--- src/rtl/core/npnl_pkg.sv ---
`default_nettype none
// ============================================================================
// npnl_pkg: shared types and constants for nearest_point_near_line
// Field widths, queue entry layout, multiplier handshake and FSM encodings.
// ============================================================================
package npnl_pkg;

  localparam int unsigned COORD_BITS  = 24;
  localparam int unsigned THRESH_BITS = COORD_BITS - 1;
  localparam int unsigned DIFF_BITS   = COORD_BITS + 1;
  localparam int unsigned RANGE_W     = 50;

  // shared multiplier: signed MUL_W x MUL_W, unsigned CHUNK_W bits of b per cycle
  localparam int unsigned MUL_W      = 2 * COORD_BITS + 2;
  localparam int unsigned PROD_W     = 2 * MUL_W;
  localparam int unsigned CHUNK_W    = 16;
  localparam int unsigned MUL_CHUNKS = (MUL_W + CHUNK_W - 1) / CHUNK_W;
  localparam int unsigned MUL_B_W    = MUL_CHUNKS * CHUNK_W;
  localparam int unsigned MUL_CNT_W  = $clog2(MUL_CHUNKS);

  localparam int unsigned QUEUE_DEPTH_DEF = 2;

  localparam int unsigned APB_AW = 4;
  localparam int unsigned APB_DW = 32;

  localparam logic [1:0] REG_POS_X  = 2'd0;
  localparam logic [1:0] REG_POS_Y  = 2'd1;
  localparam logic [1:0] REG_POS_Z  = 2'd2;
  localparam logic [1:0] REG_THRESH = 2'd3;

  localparam logic CMD_START = 1'b0;
  localparam logic CMD_POINT = 1'b1;

  typedef struct packed {
    logic                          cmd;
    logic signed [COORD_BITS-1:0]  coord_x;
    logic signed [COORD_BITS-1:0]  coord_y;
    logic signed [COORD_BITS-1:0]  coord_z;
    logic                          last;
  } npnl_in_t;

  typedef struct packed {
    logic                          hit;
    logic signed [COORD_BITS-1:0]  best_x;
    logic signed [COORD_BITS-1:0]  best_y;
    logic signed [COORD_BITS-1:0]  best_z;
    logic        [RANGE_W-1:0]     range_sq;
  } npnl_out_t;

  // queue entry: raw coords (direction for a start) plus point minus scanner
  typedef struct packed {
    logic                          is_point;
    logic                          last;
    logic signed [COORD_BITS-1:0]  px;
    logic signed [COORD_BITS-1:0]  py;
    logic signed [COORD_BITS-1:0]  pz;
    logic signed [DIFF_BITS-1:0]   rx;
    logic signed [DIFF_BITS-1:0]   ry;
    logic signed [DIFF_BITS-1:0]   rz;
  } npnl_entry_t;

  typedef struct packed {
    logic                      start;
    logic signed [MUL_W-1:0]   a;
    logic signed [MUL_W-1:0]   b;
  } npnl_mul_req_t;

  typedef struct packed {
    logic                      done;
    logic signed [PROD_W-1:0]  p;
  } npnl_mul_rsp_t;

  typedef enum logic [1:0] {
    MUL_IDLE,
    MUL_RUN,
    MUL_SIGN
  } npnl_mul_st_e;

  typedef enum logic [1:0] {
    BK_IDLE,
    BK_ISSUE,
    BK_WAIT,
    BK_DONE
  } npnl_bk_st_e;

  // multiply sequence for one point
  typedef enum logic [4:0] {
    STEP_CX_A,
    STEP_CX_B,
    STEP_CX_SQ,
    STEP_CY_A,
    STEP_CY_B,
    STEP_CY_SQ,
    STEP_CZ_A,
    STEP_CZ_B,
    STEP_CZ_SQ,
    STEP_RX_SQ,
    STEP_RY_SQ,
    STEP_RZ_SQ,
    STEP_DX_SQ,
    STEP_DY_SQ,
    STEP_DZ_SQ,
    STEP_T_SQ,
    STEP_RHS
  } npnl_step_e;

  function automatic logic signed [MUL_W-1:0] ext_diff(input logic signed [DIFF_BITS-1:0] v);
    ext_diff = {{(MUL_W - DIFF_BITS){v[DIFF_BITS-1]}}, v};
  endfunction

  function automatic logic signed [MUL_W-1:0] ext_coord(input logic signed [COORD_BITS-1:0] v);
    ext_coord = {{(MUL_W - COORD_BITS){v[COORD_BITS-1]}}, v};
  endfunction

endpackage
`default_nettype wire

--- src/rtl/core/nearest_point_near_line.sv ---
`default_nettype none
// ============================================================================
// nearest_point_near_line: closest cloud point within a distance of a ray
// Configuration registers, input classifier, item queue and execution back.
// ============================================================================
// Schedule: the back dequeues a point, then runs 17 multiplies in turn on the
//   shared 50x16 digit multiplier before it takes the next item. A start
//   item needs no multiply. The input side keeps accepting until the queue fills.
// Result: a last item's result is registered once the output is free.
// Reset: control state, configuration and ray state clear at once; no sweep.
module nearest_point_near_line #(
  parameter int unsigned QUEUE_DEPTH = npnl_pkg::QUEUE_DEPTH_DEF
) (
  input  wire logic                          clk_i,
  input  wire logic                          rst_ni,
  input  wire logic                          in_valid_i,
  output logic                               in_ready_o,
  input  wire npnl_pkg::npnl_in_t            in_data_i,
  output logic                               out_valid_o,
  input  wire logic                          out_ready_i,
  output npnl_pkg::npnl_out_t                out_data_o,
  input  wire logic                          psel,
  input  wire logic                          penable,
  input  wire logic                          pwrite,
  input  wire logic [npnl_pkg::APB_AW-1:0]   paddr,
  input  wire logic [npnl_pkg::APB_DW-1:0]   pwdata,
  output logic [npnl_pkg::APB_DW-1:0]        prdata,
  output logic                               pready
);
  import npnl_pkg::*;

  localparam int unsigned EW = $bits(npnl_entry_t);

  logic signed [COORD_BITS-1:0] pos_x_q, pos_y_q, pos_z_q;
  logic [THRESH_BITS-1:0]       thresh_q;
  logic                         cfg_wr;
  logic [1:0]                   cfg_idx;

  logic          q_push, q_pop, q_full, q_empty;
  npnl_entry_t   q_wentry, q_rentry;
  logic [EW-1:0] q_rdata;
  npnl_mul_req_t mul_req;
  npnl_mul_rsp_t mul_rsp;

  assign pready  = 1'b1;
  assign cfg_wr  = psel && penable && pwrite && pready;
  assign cfg_idx = paddr[APB_AW-1:2];

  always_ff @(posedge clk_i or negedge rst_ni) begin
    if (!rst_ni) begin
      pos_x_q  <= '0;
      pos_y_q  <= '0;
      pos_z_q  <= '0;
      thresh_q <= '0;
    end else if (cfg_wr) begin
      unique case (cfg_idx)
        REG_POS_X:  pos_x_q  <= pwdata[COORD_BITS-1:0];
        REG_POS_Y:  pos_y_q  <= pwdata[COORD_BITS-1:0];
        REG_POS_Z:  pos_z_q  <= pwdata[COORD_BITS-1:0];
        REG_THRESH: thresh_q <= pwdata[THRESH_BITS-1:0];
        default: ;
      endcase
    end
  end

  always_comb begin
    unique case (cfg_idx)
      REG_POS_X:  prdata = APB_DW'(unsigned'(pos_x_q));
      REG_POS_Y:  prdata = APB_DW'(unsigned'(pos_y_q));
      REG_POS_Z:  prdata = APB_DW'(unsigned'(pos_z_q));
      REG_THRESH: prdata = APB_DW'(thresh_q);
      default:    prdata = '0;
    endcase
  end

  npnl_front u_front (
    .in_valid_i (in_valid_i),
    .in_ready_o (in_ready_o),
    .in_data_i  (in_data_i),
    .pos_x_i    (pos_x_q),
    .pos_y_i    (pos_y_q),
    .pos_z_i    (pos_z_q),
    .q_full_i   (q_full),
    .q_push_o   (q_push),
    .q_entry_o  (q_wentry)
  );

  npnl_fifo #(
    .WIDTH (EW),
    .DEPTH (QUEUE_DEPTH)
  ) u_queue (
    .clk_i   (clk_i),
    .rst_ni  (rst_ni),
    .push_i  (q_push),
    .wdata_i (q_wentry),
    .full_o  (q_full),
    .pop_i   (q_pop),
    .rdata_o (q_rdata),
    .empty_o (q_empty)
  );

  assign q_rentry = npnl_entry_t'(q_rdata);

  npnl_back u_back (
    .clk_i       (clk_i),
    .rst_ni      (rst_ni),
    .q_empty_i   (q_empty),
    .q_entry_i   (q_rentry),
    .q_pop_o     (q_pop),
    .thresh_i    (thresh_q),
    .mul_req_o   (mul_req),
    .mul_rsp_i   (mul_rsp),
    .out_valid_o (out_valid_o),
    .out_ready_i (out_ready_i),
    .out_data_o  (out_data_o)
  );

  npnl_mul u_mul (
    .clk_i  (clk_i),
    .rst_ni (rst_ni),
    .req_i  (mul_req),
    .rsp_o  (mul_rsp)
  );

endmodule
`default_nettype wire

--- src/rtl/core/npnl_fifo.sv ---
`default_nettype none
// ============================================================================
// npnl_fifo: small register FIFO
// Decouples the classifying front from the arithmetic back.
// ============================================================================
module npnl_fifo #(
  parameter int unsigned WIDTH = 8,
  parameter int unsigned DEPTH = 2
) (
  input  wire logic             clk_i,
  input  wire logic             rst_ni,
  input  wire logic             push_i,
  input  wire logic [WIDTH-1:0] wdata_i,
  output logic                  full_o,
  input  wire logic             pop_i,
  output logic      [WIDTH-1:0] rdata_o,
  output logic                  empty_o
);

  localparam int unsigned PW = (DEPTH > 1) ? $clog2(DEPTH) : 1;
  localparam int unsigned CW = $clog2(DEPTH + 1);

  logic [WIDTH-1:0] mem_q [DEPTH];
  logic [PW-1:0]    wr_ptr_q, wr_ptr_d;
  logic [PW-1:0]    rd_ptr_q, rd_ptr_d;
  logic [CW-1:0]    cnt_q, cnt_d;

  assign full_o  = (cnt_q == CW'(DEPTH));
  assign empty_o = (cnt_q == '0);
  assign rdata_o = mem_q[rd_ptr_q];

  always_comb begin
    wr_ptr_d = wr_ptr_q;
    rd_ptr_d = rd_ptr_q;
    cnt_d    = cnt_q;
    if (push_i) begin
      wr_ptr_d = (wr_ptr_q == PW'(DEPTH - 1)) ? '0 : wr_ptr_q + PW'(1);
    end
    if (pop_i) begin
      rd_ptr_d = (rd_ptr_q == PW'(DEPTH - 1)) ? '0 : rd_ptr_q + PW'(1);
    end
    if (push_i && !pop_i) begin
      cnt_d = cnt_q + CW'(1);
    end else if (!push_i && pop_i) begin
      cnt_d = cnt_q - CW'(1);
    end
  end

  always_ff @(posedge clk_i or negedge rst_ni) begin
    if (!rst_ni) begin
      wr_ptr_q <= '0;
      rd_ptr_q <= '0;
      cnt_q    <= '0;
    end else begin
      wr_ptr_q <= wr_ptr_d;
      rd_ptr_q <= rd_ptr_d;
      cnt_q    <= cnt_d;
    end
  end

  always_ff @(posedge clk_i) begin
    if (push_i) begin
      mem_q[wr_ptr_q] <= wdata_i;
    end
  end

  a_cnt_bound: assert property (@(posedge clk_i) disable iff (!rst_ni)
    cnt_q <= CW'(DEPTH))
    else $error("fifo count above depth");

  a_no_overflow: assert property (@(posedge clk_i) disable iff (!rst_ni)
    push_i && !pop_i |-> !full_o)
    else $error("fifo push while full");

endmodule
`default_nettype wire

--- src/rtl/core/npnl_front.sv ---
`default_nettype none
// ============================================================================
// npnl_front: input accept and classify
// Tags start or point and forms the point offset from the scanner.
// ============================================================================
module npnl_front (
  input  wire logic                                   in_valid_i,
  output logic                                        in_ready_o,
  input  wire npnl_pkg::npnl_in_t                     in_data_i,
  input  wire logic signed [npnl_pkg::COORD_BITS-1:0] pos_x_i,
  input  wire logic signed [npnl_pkg::COORD_BITS-1:0] pos_y_i,
  input  wire logic signed [npnl_pkg::COORD_BITS-1:0] pos_z_i,
  input  wire logic                                   q_full_i,
  output logic                                        q_push_o,
  output npnl_pkg::npnl_entry_t                       q_entry_o
);
  import npnl_pkg::*;

  function automatic logic signed [DIFF_BITS-1:0] offset(
    input logic signed [COORD_BITS-1:0] p,
    input logic signed [COORD_BITS-1:0] o
  );
    offset = {p[COORD_BITS-1], p} - {o[COORD_BITS-1], o};
  endfunction

  assign in_ready_o = !q_full_i;
  assign q_push_o   = in_valid_i && !q_full_i;

  always_comb begin
    q_entry_o.is_point = (in_data_i.cmd == CMD_POINT);
    q_entry_o.last     = in_data_i.last;
    q_entry_o.px       = in_data_i.coord_x;
    q_entry_o.py       = in_data_i.coord_y;
    q_entry_o.pz       = in_data_i.coord_z;
    q_entry_o.rx       = offset(in_data_i.coord_x, pos_x_i);
    q_entry_o.ry       = offset(in_data_i.coord_y, pos_y_i);
    q_entry_o.rz       = offset(in_data_i.coord_z, pos_z_i);
  end

endmodule
`default_nettype wire

--- src/rtl/core/npnl_mul.sv ---
`default_nettype none
// ============================================================================
// npnl_mul: shared iterative signed multiplier
// Magnitude times magnitude, one CHUNK_W-bit digit of b per cycle, sign last.
// ============================================================================
module npnl_mul (
  input  wire logic                    clk_i,
  input  wire logic                    rst_ni,
  input  wire npnl_pkg::npnl_mul_req_t req_i,
  output npnl_pkg::npnl_mul_rsp_t      rsp_o
);
  import npnl_pkg::*;

  npnl_mul_st_e            st_q, st_d;
  logic [MUL_CNT_W-1:0]    cnt_q, cnt_d;
  logic                    done_q, done_d;
  logic [MUL_W-1:0]        am_q, am_d;
  logic [MUL_W-1:0]        hi_q, hi_d;
  logic [MUL_B_W-1:0]      lo_q, lo_d;
  logic                    neg_q, neg_d;
  logic signed [PROD_W-1:0] p_q, p_d;

  logic [MUL_W-1:0]         a_mag, b_mag;
  logic [MUL_W+CHUNK_W-1:0] part;
  logic [MUL_W+MUL_B_W-1:0] full;

  assign a_mag = req_i.a[MUL_W-1] ? (~req_i.a + MUL_W'(1)) : req_i.a;
  assign b_mag = req_i.b[MUL_W-1] ? (~req_i.b + MUL_W'(1)) : req_i.b;
  assign part  = (MUL_W+CHUNK_W)'(hi_q)
               + (MUL_W+CHUNK_W)'(am_q) * (MUL_W+CHUNK_W)'(lo_q[CHUNK_W-1:0]);
  assign full  = {hi_q, lo_q};

  always_comb begin
    st_d = st_q;
    unique case (st_q)
      MUL_IDLE: if (req_i.start) st_d = MUL_RUN;
      MUL_RUN:  if (cnt_q == MUL_CNT_W'(MUL_CHUNKS - 1)) st_d = MUL_SIGN;
      MUL_SIGN: st_d = MUL_IDLE;
      default:  st_d = MUL_IDLE;
    endcase
  end

  always_comb begin
    cnt_d  = cnt_q;
    done_d = 1'b0;
    am_d   = am_q;
    hi_d   = hi_q;
    lo_d   = lo_q;
    neg_d  = neg_q;
    p_d    = p_q;
    unique case (st_q)
      MUL_IDLE: begin
        if (req_i.start) begin
          am_d  = a_mag;
          hi_d  = '0;
          lo_d  = MUL_B_W'(b_mag);
          neg_d = req_i.a[MUL_W-1] ^ req_i.b[MUL_W-1];
          cnt_d = '0;
        end
      end
      MUL_RUN: begin
        // shift the finished low digit down into lo
        hi_d  = part[MUL_W+CHUNK_W-1:CHUNK_W];
        lo_d  = {part[CHUNK_W-1:0], lo_q[MUL_B_W-1:CHUNK_W]};
        cnt_d = cnt_q + MUL_CNT_W'(1);
      end
      MUL_SIGN: begin
        p_d    = neg_q ? -signed'(full[PROD_W-1:0]) : signed'(full[PROD_W-1:0]);
        done_d = 1'b1;
      end
      default: ;
    endcase
  end

  always_ff @(posedge clk_i or negedge rst_ni) begin
    if (!rst_ni) begin
      st_q   <= MUL_IDLE;
      cnt_q  <= '0;
      done_q <= 1'b0;
    end else begin
      st_q   <= st_d;
      cnt_q  <= cnt_d;
      done_q <= done_d;
    end
  end

  always_ff @(posedge clk_i) begin
    am_q  <= am_d;
    hi_q  <= hi_d;
    lo_q  <= lo_d;
    neg_q <= neg_d;
    p_q   <= p_d;
  end

  assign rsp_o.done = done_q;
  assign rsp_o.p    = p_q;

endmodule
`default_nettype wire

--- src/rtl/core/npnl_back.sv ---
`default_nettype none
// ============================================================================
// npnl_back: per-item execution and result register
// Runs the line-distance test and nearest-point search on the shared multiplier.
// ============================================================================
module npnl_back (
  input  wire logic                                   clk_i,
  input  wire logic                                   rst_ni,
  input  wire logic                                   q_empty_i,
  input  wire npnl_pkg::npnl_entry_t                  q_entry_i,
  output logic                                        q_pop_o,
  input  wire logic [npnl_pkg::THRESH_BITS-1:0]       thresh_i,
  output npnl_pkg::npnl_mul_req_t                     mul_req_o,
  input  wire npnl_pkg::npnl_mul_rsp_t                mul_rsp_i,
  output logic                                        out_valid_o,
  input  wire logic                                   out_ready_i,
  output npnl_pkg::npnl_out_t                         out_data_o
);
  import npnl_pkg::*;

  localparam int unsigned XW = (MUL_W > RANGE_W) ? MUL_W : RANGE_W;
  localparam logic [RANGE_W-1:0] RANGE_MAX = '1;

  npnl_bk_st_e              state_q, state_d;
  npnl_step_e               step_q, step_d;
  logic                     found_q, found_d;
  logic signed [COORD_BITS-1:0] dx_q, dy_q, dz_q, dx_d, dy_d, dz_d;
  logic signed [COORD_BITS-1:0] bpx_q, bpy_q, bpz_q, bpx_d, bpy_d, bpz_d;
  logic                     out_valid_q, out_valid_d;

  npnl_entry_t              ent_q, ent_d;
  logic signed [MUL_W-1:0]  c_q, c_d;
  logic [MUL_W-1:0]         tt_q, tt_d;
  logic [MUL_W-1:0]         rng_q, rng_d;
  logic [PROD_W-1:0]        lhs_q, lhs_d;
  logic [MUL_W-1:0]         best_range_q, best_range_d;
  npnl_out_t                out_q, out_d;

  logic                     out_free, out_load;
  logic [MUL_W-1:0]         p_lo;
  logic [PROD_W-1:0]        p_u;
  logic                     qual, closer;
  logic [XW-1:0]            range_x;
  logic [RANGE_W-1:0]       range_sat;

  assign out_free  = !out_valid_q || out_ready_i;
  assign p_lo      = mul_rsp_i.p[MUL_W-1:0];
  assign p_u       = mul_rsp_i.p;
  assign qual      = lhs_q < p_u;
  assign closer    = rng_q < best_range_q;
  assign range_x   = XW'(best_range_q);
  assign range_sat = (range_x > XW'(RANGE_MAX)) ? RANGE_MAX : range_x[RANGE_W-1:0];

  // next state
  always_comb begin
    state_d = state_q;
    unique case (state_q)
      BK_IDLE: begin
        if (!q_empty_i) begin
          if (q_entry_i.is_point) state_d = BK_ISSUE;
          else if (q_entry_i.last) state_d = BK_DONE;
        end
      end
      BK_ISSUE: state_d = BK_WAIT;
      BK_WAIT: begin
        if (mul_rsp_i.done) begin
          if (step_q != STEP_RHS) state_d = BK_ISSUE;
          else if (ent_q.last) state_d = BK_DONE;
          else state_d = BK_IDLE;
        end
      end
      BK_DONE: if (out_free) state_d = BK_IDLE;
      default: state_d = BK_IDLE;
    endcase
  end

  // handshake outputs and multiplier operands
  always_comb begin
    q_pop_o         = (state_q == BK_IDLE) && !q_empty_i;
    out_load        = (state_q == BK_DONE) && out_free;
    mul_req_o.start = (state_q == BK_ISSUE);
    mul_req_o.a     = '0;
    mul_req_o.b     = '0;
    unique case (step_q)
      STEP_CX_A: begin mul_req_o.a = ext_diff(ent_q.ry); mul_req_o.b = ext_coord(dz_q); end
      STEP_CX_B: begin mul_req_o.a = ext_diff(ent_q.rz); mul_req_o.b = ext_coord(dy_q); end
      STEP_CY_A: begin mul_req_o.a = ext_diff(ent_q.rz); mul_req_o.b = ext_coord(dx_q); end
      STEP_CY_B: begin mul_req_o.a = ext_diff(ent_q.rx); mul_req_o.b = ext_coord(dz_q); end
      STEP_CZ_A: begin mul_req_o.a = ext_diff(ent_q.rx); mul_req_o.b = ext_coord(dy_q); end
      STEP_CZ_B: begin mul_req_o.a = ext_diff(ent_q.ry); mul_req_o.b = ext_coord(dx_q); end
      STEP_CX_SQ, STEP_CY_SQ, STEP_CZ_SQ: begin
        mul_req_o.a = c_q;
        mul_req_o.b = c_q;
      end
      STEP_RX_SQ: begin mul_req_o.a = ext_diff(ent_q.rx); mul_req_o.b = ext_diff(ent_q.rx); end
      STEP_RY_SQ: begin mul_req_o.a = ext_diff(ent_q.ry); mul_req_o.b = ext_diff(ent_q.ry); end
      STEP_RZ_SQ: begin mul_req_o.a = ext_diff(ent_q.rz); mul_req_o.b = ext_diff(ent_q.rz); end
      STEP_DX_SQ: begin mul_req_o.a = ext_coord(dx_q); mul_req_o.b = ext_coord(dx_q); end
      STEP_DY_SQ: begin mul_req_o.a = ext_coord(dy_q); mul_req_o.b = ext_coord(dy_q); end
      STEP_DZ_SQ: begin mul_req_o.a = ext_coord(dz_q); mul_req_o.b = ext_coord(dz_q); end
      STEP_T_SQ: begin
        mul_req_o.a = signed'(MUL_W'(thresh_i));
        mul_req_o.b = signed'(MUL_W'(thresh_i));
      end
      STEP_RHS: begin
        mul_req_o.a = signed'(tt_q);
        mul_req_o.b = c_q;
      end
      default: ;
    endcase
  end

  // datapath
  always_comb begin
    step_d       = step_q;
    found_d      = found_q;
    dx_d         = dx_q;
    dy_d         = dy_q;
    dz_d         = dz_q;
    bpx_d        = bpx_q;
    bpy_d        = bpy_q;
    bpz_d        = bpz_q;
    ent_d        = ent_q;
    c_d          = c_q;
    tt_d         = tt_q;
    rng_d        = rng_q;
    lhs_d        = lhs_q;
    best_range_d = best_range_q;
    out_d        = out_q;
    out_valid_d  = out_load ? 1'b1 : (out_ready_i ? 1'b0 : out_valid_q);

    if (q_pop_o) begin
      ent_d  = q_entry_i;
      step_d = STEP_CX_A;
      if (!q_entry_i.is_point) begin
        // new ray: load direction, drop the search
        dx_d    = q_entry_i.px;
        dy_d    = q_entry_i.py;
        dz_d    = q_entry_i.pz;
        found_d = 1'b0;
        bpx_d   = '0;
        bpy_d   = '0;
        bpz_d   = '0;
      end
    end

    if ((state_q == BK_WAIT) && mul_rsp_i.done) begin
      step_d = npnl_step_e'(5'(step_q) + 5'd1);
      case (step_q)
        STEP_CX_A, STEP_CY_A, STEP_CZ_A, STEP_DX_SQ: c_d = signed'(p_lo);
        STEP_CX_B, STEP_CY_B, STEP_CZ_B:             c_d = c_q - signed'(p_lo);
        STEP_DY_SQ, STEP_DZ_SQ:                      c_d = c_q + signed'(p_lo);
        STEP_CX_SQ:                                  lhs_d = p_u;
        STEP_CY_SQ, STEP_CZ_SQ:                      lhs_d = lhs_q + p_u;
        STEP_RX_SQ:                                  rng_d = p_lo;
        STEP_RY_SQ, STEP_RZ_SQ:                      rng_d = rng_q + p_lo;
        STEP_T_SQ:                                   tt_d = p_lo;
        STEP_RHS: begin
          step_d = STEP_CX_A;
          if (qual && (!found_q || closer)) begin
            found_d      = 1'b1;
            best_range_d = rng_q;
            bpx_d        = ent_q.px;
            bpy_d        = ent_q.py;
            bpz_d        = ent_q.pz;
          end
        end
        default: ;
      endcase
    end

    if (out_load) begin
      out_d.hit      = found_q;
      out_d.best_x   = found_q ? bpx_q : '0;
      out_d.best_y   = found_q ? bpy_q : '0;
      out_d.best_z   = found_q ? bpz_q : '0;
      out_d.range_sq = found_q ? range_sat : '0;
    end
  end

  always_ff @(posedge clk_i or negedge rst_ni) begin
    if (!rst_ni) begin
      state_q     <= BK_IDLE;
      step_q      <= STEP_CX_A;
      found_q     <= 1'b0;
      dx_q        <= '0;
      dy_q        <= '0;
      dz_q        <= '0;
      bpx_q       <= '0;
      bpy_q       <= '0;
      bpz_q       <= '0;
      out_valid_q <= 1'b0;
    end else begin
      state_q     <= state_d;
      step_q      <= step_d;
      found_q     <= found_d;
      dx_q        <= dx_d;
      dy_q        <= dy_d;
      dz_q        <= dz_d;
      bpx_q       <= bpx_d;
      bpy_q       <= bpy_d;
      bpz_q       <= bpz_d;
      out_valid_q <= out_valid_d;
    end
  end

  always_ff @(posedge clk_i) begin
    ent_q        <= ent_d;
    c_q          <= c_d;
    tt_q         <= tt_d;
    rng_q        <= rng_d;
    lhs_q        <= lhs_d;
    best_range_q <= best_range_d;
    out_q        <= out_d;
  end

  assign out_valid_o = out_valid_q;
  assign out_data_o  = out_q;

  a_done_in_wait: assert property (@(posedge clk_i) disable iff (!rst_ni)
    mul_rsp_i.done |-> state_q == BK_WAIT)
    else $error("multiplier result outside wait state");

  a_result_posted: assert property (@(posedge clk_i) disable iff (!rst_ni)
    (state_q == BK_DONE) && out_free |=> out_valid_q && (state_q == BK_IDLE))
    else $error("result not posted from done state");

  a_clear_best: assert property (@(posedge clk_i) disable iff (!rst_ni)
    !found_q |-> (bpx_q == '0) && (bpy_q == '0) && (bpz_q == '0))
    else $error("best point set without a hit");

endmodule
`default_nettype wire
--- config.mk ---
export PLATFORM = sky130hd
export DESIGN_NAME = nearest_point_near_line
export DESIGN_NICKNAME = d
export VERILOG_FILES = /design/src/rtl/core/npnl_pkg.sv /design/src/rtl/core/nearest_point_near_line.sv /design/src/rtl/core/npnl_fifo.sv /design/src/rtl/core/npnl_front.sv /design/src/rtl/core/npnl_mul.sv /design/src/rtl/core/npnl_back.sv
export SDC_FILE = /design/constraint.sdc
export NUM_CORES = 2
export LEC_CHECK = 0
export BUFFER_PORTS_ARGS = -buffer_cell sky130_fd_sc_hd__buf_2
export CORE_ASPECT_RATIO = 0.75
export CORE_MARGIN = 5
export CORE_UTILIZATION = 45
export DETAILED_ROUTE_END_ITERATION = 8
export HOLD_SLACK_MARGIN = 0.12
export SLEW_MARGIN = 25
export SYNTH_ARGS = -nofsm -noshare
export SYNTH_HDL_FRONTEND = slang
export SYNTH_HIERARCHICAL = 1
export SYNTH_SLANG_ARGS = --single-unit
--- constraint.sdc ---
create_clock -name clk_i -period 12.3 [get_ports clk_i]
set_clock_uncertainty 0.2 [all_clocks]
set_input_delay 0.615 -clock clk_i [delete_from_list [all_inputs] [get_ports clk_i]]
set_output_delay 0.615 -clock clk_i [all_outputs]
set_load 0.05 [all_outputs]
# After elaboration in Yosys (flattened, before gate mapping)
# Memories as Yosys holds them, arrays and structs flattened.
# Cells that the tools add are included.
[word_totals] regBits=1093 ramBits=298 input_bits=117 out_inout_bits=158 word_cells=209 mem_count=1
[op_classes] addsub=17 mul=1 n_lt_le_gt_ge=3 eq_ne=33 mux=58 bitwise=4 n_reduce_logical=49
[memory_table] memory="u_queue.mem_q" words=2 word_bits=149 read_ports=1 rd_clocked_by_memory_dff=0 wr=1 line="npnl_fifo.sv:23" rtl="logic [WIDTH-1:0] mem_q [DEPTH];"
[op_table] op="$pmux 100 s15" count=1
[op_table] op="$mux 24" count=15
[op_table] op="$pmux 100 s2" count=1
[op_table] op="$pmux 50 s2" count=2
[op_table] op="$mux 50" count=3
[op_table] op="$pmux 50 s3" count=1
[op_table] op="$pmux 32 s4" count=1
[op_table] op="$pmux 64 s2" count=1
[op_table] op="$add 100x100->100" count=1
[op_table] op="$add 50x2->50 const B" count=2
[op_table] op="$add 50x50->50" count=2
[op_table] op="$lt 100x100->1" count=1
[op_table] op="$mux 100" count=1
[op_table] op="$neg 100->100" count=1
[op_table] op="$not 50->50" count=2
[op_table] op="$sub 24x24->25" count=3
[op_table] op="$add 50x66->66" count=1
[op_table] op="$mul 50x16->66" count=1
[op_table] op="$mux 64" count=1
[op_table] op="$gt 50x50->1 const B" count=1
[op_table] op="$lt 50x50->1" count=1
[op_table] op="$sub 50x50->50" count=1
[op_table] op="$mux 49" count=1
[op_table] op="$eq 5x4->1 const B" count=8
[op_table] op="34 further kinds" count=112

# Depth between registers and ports, before layout
[depth] ltp_word=8 mapped_depth=25 ltp_nobuf=23

# Modules after synthesis
# Netlist, hierarchy kept.
[by_module_without_submodules] mod="npnl_back" n_inst=1 cells_each=4442 area_per_inst_um2=45215.9 seq_area_each_um2=20975.1
[by_module_without_submodules] mod="npnl_mul" n_inst=1 cells_each=4325 area_per_inst_um2=39999.6 seq_area_each_um2=8082.8
[by_module_without_submodules] mod="npnl_fifo" n_inst=1 cells_each=480 area_per_inst_um2=11352.1 seq_area_each_um2=9048.7
[by_module_without_submodules] mod="npnl_front" n_inst=1 cells_each=630 area_per_inst_um2=4413.0 seq_area_each_um2=0.0
[by_module_without_submodules] mod="nearest_point_near_line" n_inst=1 cells_each=250 area_per_inst_um2=4294.1 seq_area_each_um2=2377.3

# Worst setup path after synthesis
# Ideal clock, no wire load.
[synth_timing] kind="register -> register" from="reg u_back.state_q[0]" to="reg u_back.step_q[2]" setup_ns=0.143 t_arrival_ns=12.478 t_required_ns=11.957 path_slack_ns=-0.521 path_stages_with_launch=6 path_buffers=1 synth_period_minus_slack_ns=12.821 path_cell_list="dfrtp_1 > clkbuf_1 > nor3_1 > nor2_1 > o21ai_0 > o21ai_0"
[synth_via] elab_chain_cells=3 elab_cells_between_ends=6 classes_between="eq/ne: 1; mux: 1; reduce/logical: 4"
[synth_rtl] item="from (decl)" line="npnl_back.sv:24" rtl="npnl_bk_st_e state_q, state_d;"
[synth_rtl] item="from (signal assigned)" line="npnl_back.sv:194" rtl="state_q <= state_d;"
[synth_rtl] item="$logic_not 2->1" line="npnl_back.sv:79" rtl="q_pop_o = (state_q == BK_IDLE) && !q_empty_i;"
[synth_rtl] item="$logic_and 1x1->1" line="npnl_back.sv:79"
[synth_rtl] item="net q_pop" line="nearest_point_near_line.sv:39" rtl="logic q_push, q_pop, q_full, q_empty;"
[synth_rtl] item="$reduce_bool 2->1 (no source line)"
[synth_rtl] item="to (signal assigned)" line="npnl_back.sv:195" rtl="step_q <= step_d;"
[synth_rtl] item="to (decl)" line="npnl_back.sv:25" rtl="npnl_step_e step_q, step_d;"
# The timed path passes the listed nets, and every way through them passes these cells.
# A chain may end at the register's enable or synchronous reset.

# Worst setup path after layout
[layout_timing] from="reg u_mul.lo_q[11]" to="reg u_mul.hi_q[37], data pin"
[layout_via] elab_chain_cells=3
[layout_rtl] item="from (decl)" line="npnl_mul.sv:19" rtl="logic [MUL_B_W-1:0] lo_q, lo_d;"
[layout_rtl] item="from (signal assigned)" line="npnl_mul.sv:90" rtl="lo_q <= lo_d;"
[layout_rtl] item="$mul 50x16->66" line="npnl_mul.sv:30" rtl="+ (MUL_W+CHUNK_W)'(am_q) * (MUL_W+CHUNK_W)'(lo_q[CHUNK_W-1:0]);"
[layout_rtl] item="$add 50x66->66" line="npnl_mul.sv:30"
[layout_rtl] item="$pmux 50 s2" line="npnl_mul.sv:51" rtl="unique case (st_q)"
[layout_rtl] item="to (signal assigned)" line="npnl_mul.sv:89" rtl="hi_q <= hi_d;"
[layout_rtl] item="to (decl)" line="npnl_mul.sv:18" rtl="logic [MUL_W-1:0] hi_q, hi_d;"
# No other way between the ends.

==> results by group <==
Synthesis
  – Post-synthesis compound-gate area fraction: 11.7%
  – Seq/Total Area, Yosys: 38.5%
  – Cell count after synthesis: 10100
  – Syn. warnings: 6
  – Area contributors post-synth: edfxtp_1 32%, fa_1 14%, ha_1 6.8%
  – Area of the mapped netlist: ~110000 sq um
  – Yosys reg bits: between 1000 and 1500
  – Yosys cell types: between 100 and 150
  – Ys flop type: edfxtp_1
  – Post-synth EDFFs: 1134
  – Largest family of logic cells by synthesized area: adder cells
  – Synth Area in Simple Gates: 12.5%
  – Yosys top cell by area: edfxtp_1
  – Post-synthesis mux area share: 5.25%
  – Synth Area in Adders: just over 20%
  – Proportion of netlist area held by the largest area contributor: approximately a third
  – Synth async-reset ratio: 18.5%
  – Xor/xnor cell area share of the yosys netlist: 4.31%
  – Syn avg cell area: 10.4 sq um

Final layout
  – Commonest non-fill, non-tap cell in the layout: inv_1
  – Flip-flop and latch area: 40500 sq um
  – Multi-input logic area: 57400 sq um
  – Fraction of layout instances using a drive strength above 1: between 10% and 20%
  – Layout fillers: 21200
  – Area Overhead vs Synth: 9.60%
  – Fin nets: ~12000
  – Commonest non-fill, non-tap cells in the layout: 1315 x inv_1, 1134 x edfxtp_1, 1062 x nand2_1
  – Layout Cells excl Fill: 13500

Flow run
  – Max cap viols: 0

STA
  – Final Max Tran Viols: 0
  – Measured slew at the worst slew-check pin: ~1.1 ns
  – Min cycle time layout: approximately 8.4 ns
  – Peak Freq: 119 MHz
  – Final hold viol count: 0
  – Max_slew headroom: 26.9%
  – RSZ-0062 raised after global routing: no
  – Endpoints failing setup: 0
  – Crit share post-route: 68.4%
  – Total negative setup slack: 0 ns

CTS
  – Worst skew pair latency: 0.85 ns
  – Cts bufs inserted: between 150 and 200
  – Clk slew on worst S/H paths: 0.06 ns
  – Clock Path Buffers: 4
  – Cts repair resizes: 0
  – CTS root buffer: clkbuf_16
  – # clock sinks: 1391
  – TritonCTS clock tree: yes
  – H-tree depth: 4

Detailed routing
  – Number of remaining DRC errors: 8
  – Vias per cell: 5.84
  – Via count: a little under 80000
  – Routed wire length: 344000 microns
  – Post-DRT Antenna Nets: 0
  – DR pass1 iterations: 9
  – DRT iter0 DRCs: 9344
  – Drt wl/cell: 25.5 microns

Die
  – Core area: around 230000 sq um
  – Effective utilization at floorplan: 45.3%
  – Cell Rows: 153
  – Die area: approximately 240000 sq um
  – IO Count: 275
  – Die width: about 570 microns
  – Die height: about 430 microns

Critical path
  – Crit Path Max Fanout: 37
  – CP dominant cell by count: fa_1
  – Delay-heaviest family, CP: adder cells
  – Worst path slowest cell: edfxtp_1
  – Worst-path cell chain: buf_4 -> nand2_1 -> fa_1 -> inv_1 -> fa_1 -> fa_1 -> fa_1 -> fa_1 -> inv_1 -> fa_1 -> inv_1 -> ha_1 -> a21oi_1 -> o21ai_0 -> nor4bb_1 -> a211oi_1 -> nor2_1 -> a211oi_1 -> a21oi_1 -> mux2i_1
  – Crit Path Class: flip-flop to flip-flop
  – Critical path buffer and inverter count: 4
  – Crit path DAT: 8.81 ns
  – Crit path required time: roughly 13 ns
  – Type of destination of the critical path: flip-flop
  – Max incr delay on CP: 1.05 ns
  – CP Launch Type: flip-flop

GRT
  – Grt ovf: 0
  – Largest net degree at the start of global routing: 161
  – Total GRT Usage: 27.7%
  – First-pass GRT wire length: about 510000 microns
  – Antenna violations before repair: 38
  – Vias in the first global route: 77700

Status
  – Status: complete, but fails checks
  – Failing checks: design-rule violations

Placement
  – PortBufs: 255
  – Hpwl dp: 259000 microns
  – GPL Wtd Cong: between 0.9 and 1
  – Placed instance count: 13100

Min path
  – HP Class: input port to asynchronous set/reset pin
==> path summary, 6_finish.rpt <==
path,depth (start not counted),from,slack [ns],end
min,2,rst_ni,0.17,u_back/dz_q[10]
max reg2reg,20,u_mul/lo_q[11],3.89,u_mul/hi_q[37]
min in group clk_i,4,psel,0.19,pos_z_q[4]
max,20,u_mul/lo_q[11],3.89,u_mul/hi_q[37]
max in group asynchronous,4,rst_ni,10.21,u_back/found_q
min reg2reg,1,u_back/ent_q[142],0.27,u_back/bpx_q[19]
==> what timing repair did <==
| action | 4_1_cts | 5_1_grt |
|---|---|---|
| setup buffers | 0 | 0 |
| hold buffers | 105 | 0 |
| endpoints found under the hold margin | 343 | 0 |
==> metal layers <==
metal  part of all wire, %  wire length, microns  vias up  track usage (%)
li1                      -                     -    34800                -
met1                    46                157000    39600             42.2
met2                    41                140000     3641             38.9
met3                    11                 37400      584             7.01
met4                   2.9                  9890       16             7.43
met5                 0.032                   109        -                0
==> synth_stat cells (65+ instances only) <==
master / instances
o21bai_1: 80
a21oi_1: 506
a21o_1: 174
nor3_1: 92
dfrtp_1: 257
nand2_1: 1063
mux2_4: 120
nand4_1: 80
inv_1: 1316
xor2_1: 138
nand3_1: 165
mux2_2: 267
nor2b_1: 144
fa_1: 726
clkbuf_1: 399
ha_1: 570
nor2_1: 480
buf_4: 89
and2_1: 350
a22oi_1: 103
edfxtp_1: 1134
xnor2_1: 380
o31ai_1: 114
o21ai_0: 446
or3_1: 65
==> layout make-up <==
cell class / instances / share of cell area, %
repair buffers: 499 / 3.01
multi-input cells: 6874 / 49.8
well taps: 3100 / 3.36
diodes: 21 / 0.0455
clock inverters: 77 / 0.681
flip-flops and latches: 1391 / 35.1
clock buffers: 205 / 3.76
inverters: 1318 / 4.29
==> sequential cells by signal, indices dropped and copies added, names as in the netlist, 50 cells and up <==
signal,cells
u_queue/mem_q,298
u_back/ent_q,148
u_back/out_data_o,123
u_back/lhs_q,100
u_mul/p_q,100
u_mul/lo_q,64
u_back/best_range_q,50
u_back/c_q,50
u_back/rng_q,50
u_back/tt_q,50
u_mul/am_q,50
u_mul/hi_q,50
==> cells by family (layout without fill, tap and decap cells) <==
family,after synthesis,count (layout)
adder cells (fa/ha/maj),1296,1296
flip-flops,1391,1391
buffers and inverters,1869,2099
AO/OA/AOI/OAI,1884,1884
other,2,30
multiplexers,429,429
AND/OR/NAND/NOR,2738,2738
XOR/XNOR,518,518
==> stage by stage <==
step / utilization (%) / worst slack (ns) / instance area, sq um / hold slack, ns
2_1_floorplan: - / 3.99 / 105000 / 0.119
3_3_place_gp: 46.9 / 4.12 / 109000 / 0.258
3_5_place_dp: 46.9 / 4.16 / 109000 / 0.262
4_1_cts: 49.6 / 4.05 / 115000 / 0.128
5_1_grt: 49.6 / 3.65 / 115000 / 0.170
6_report: 49.6 / 3.89 / 115000 / 0.168
Power is left out: the tool's default activity adds up to more than one toggle a clock period on the data nets, which glitch-free logic cannot reach.
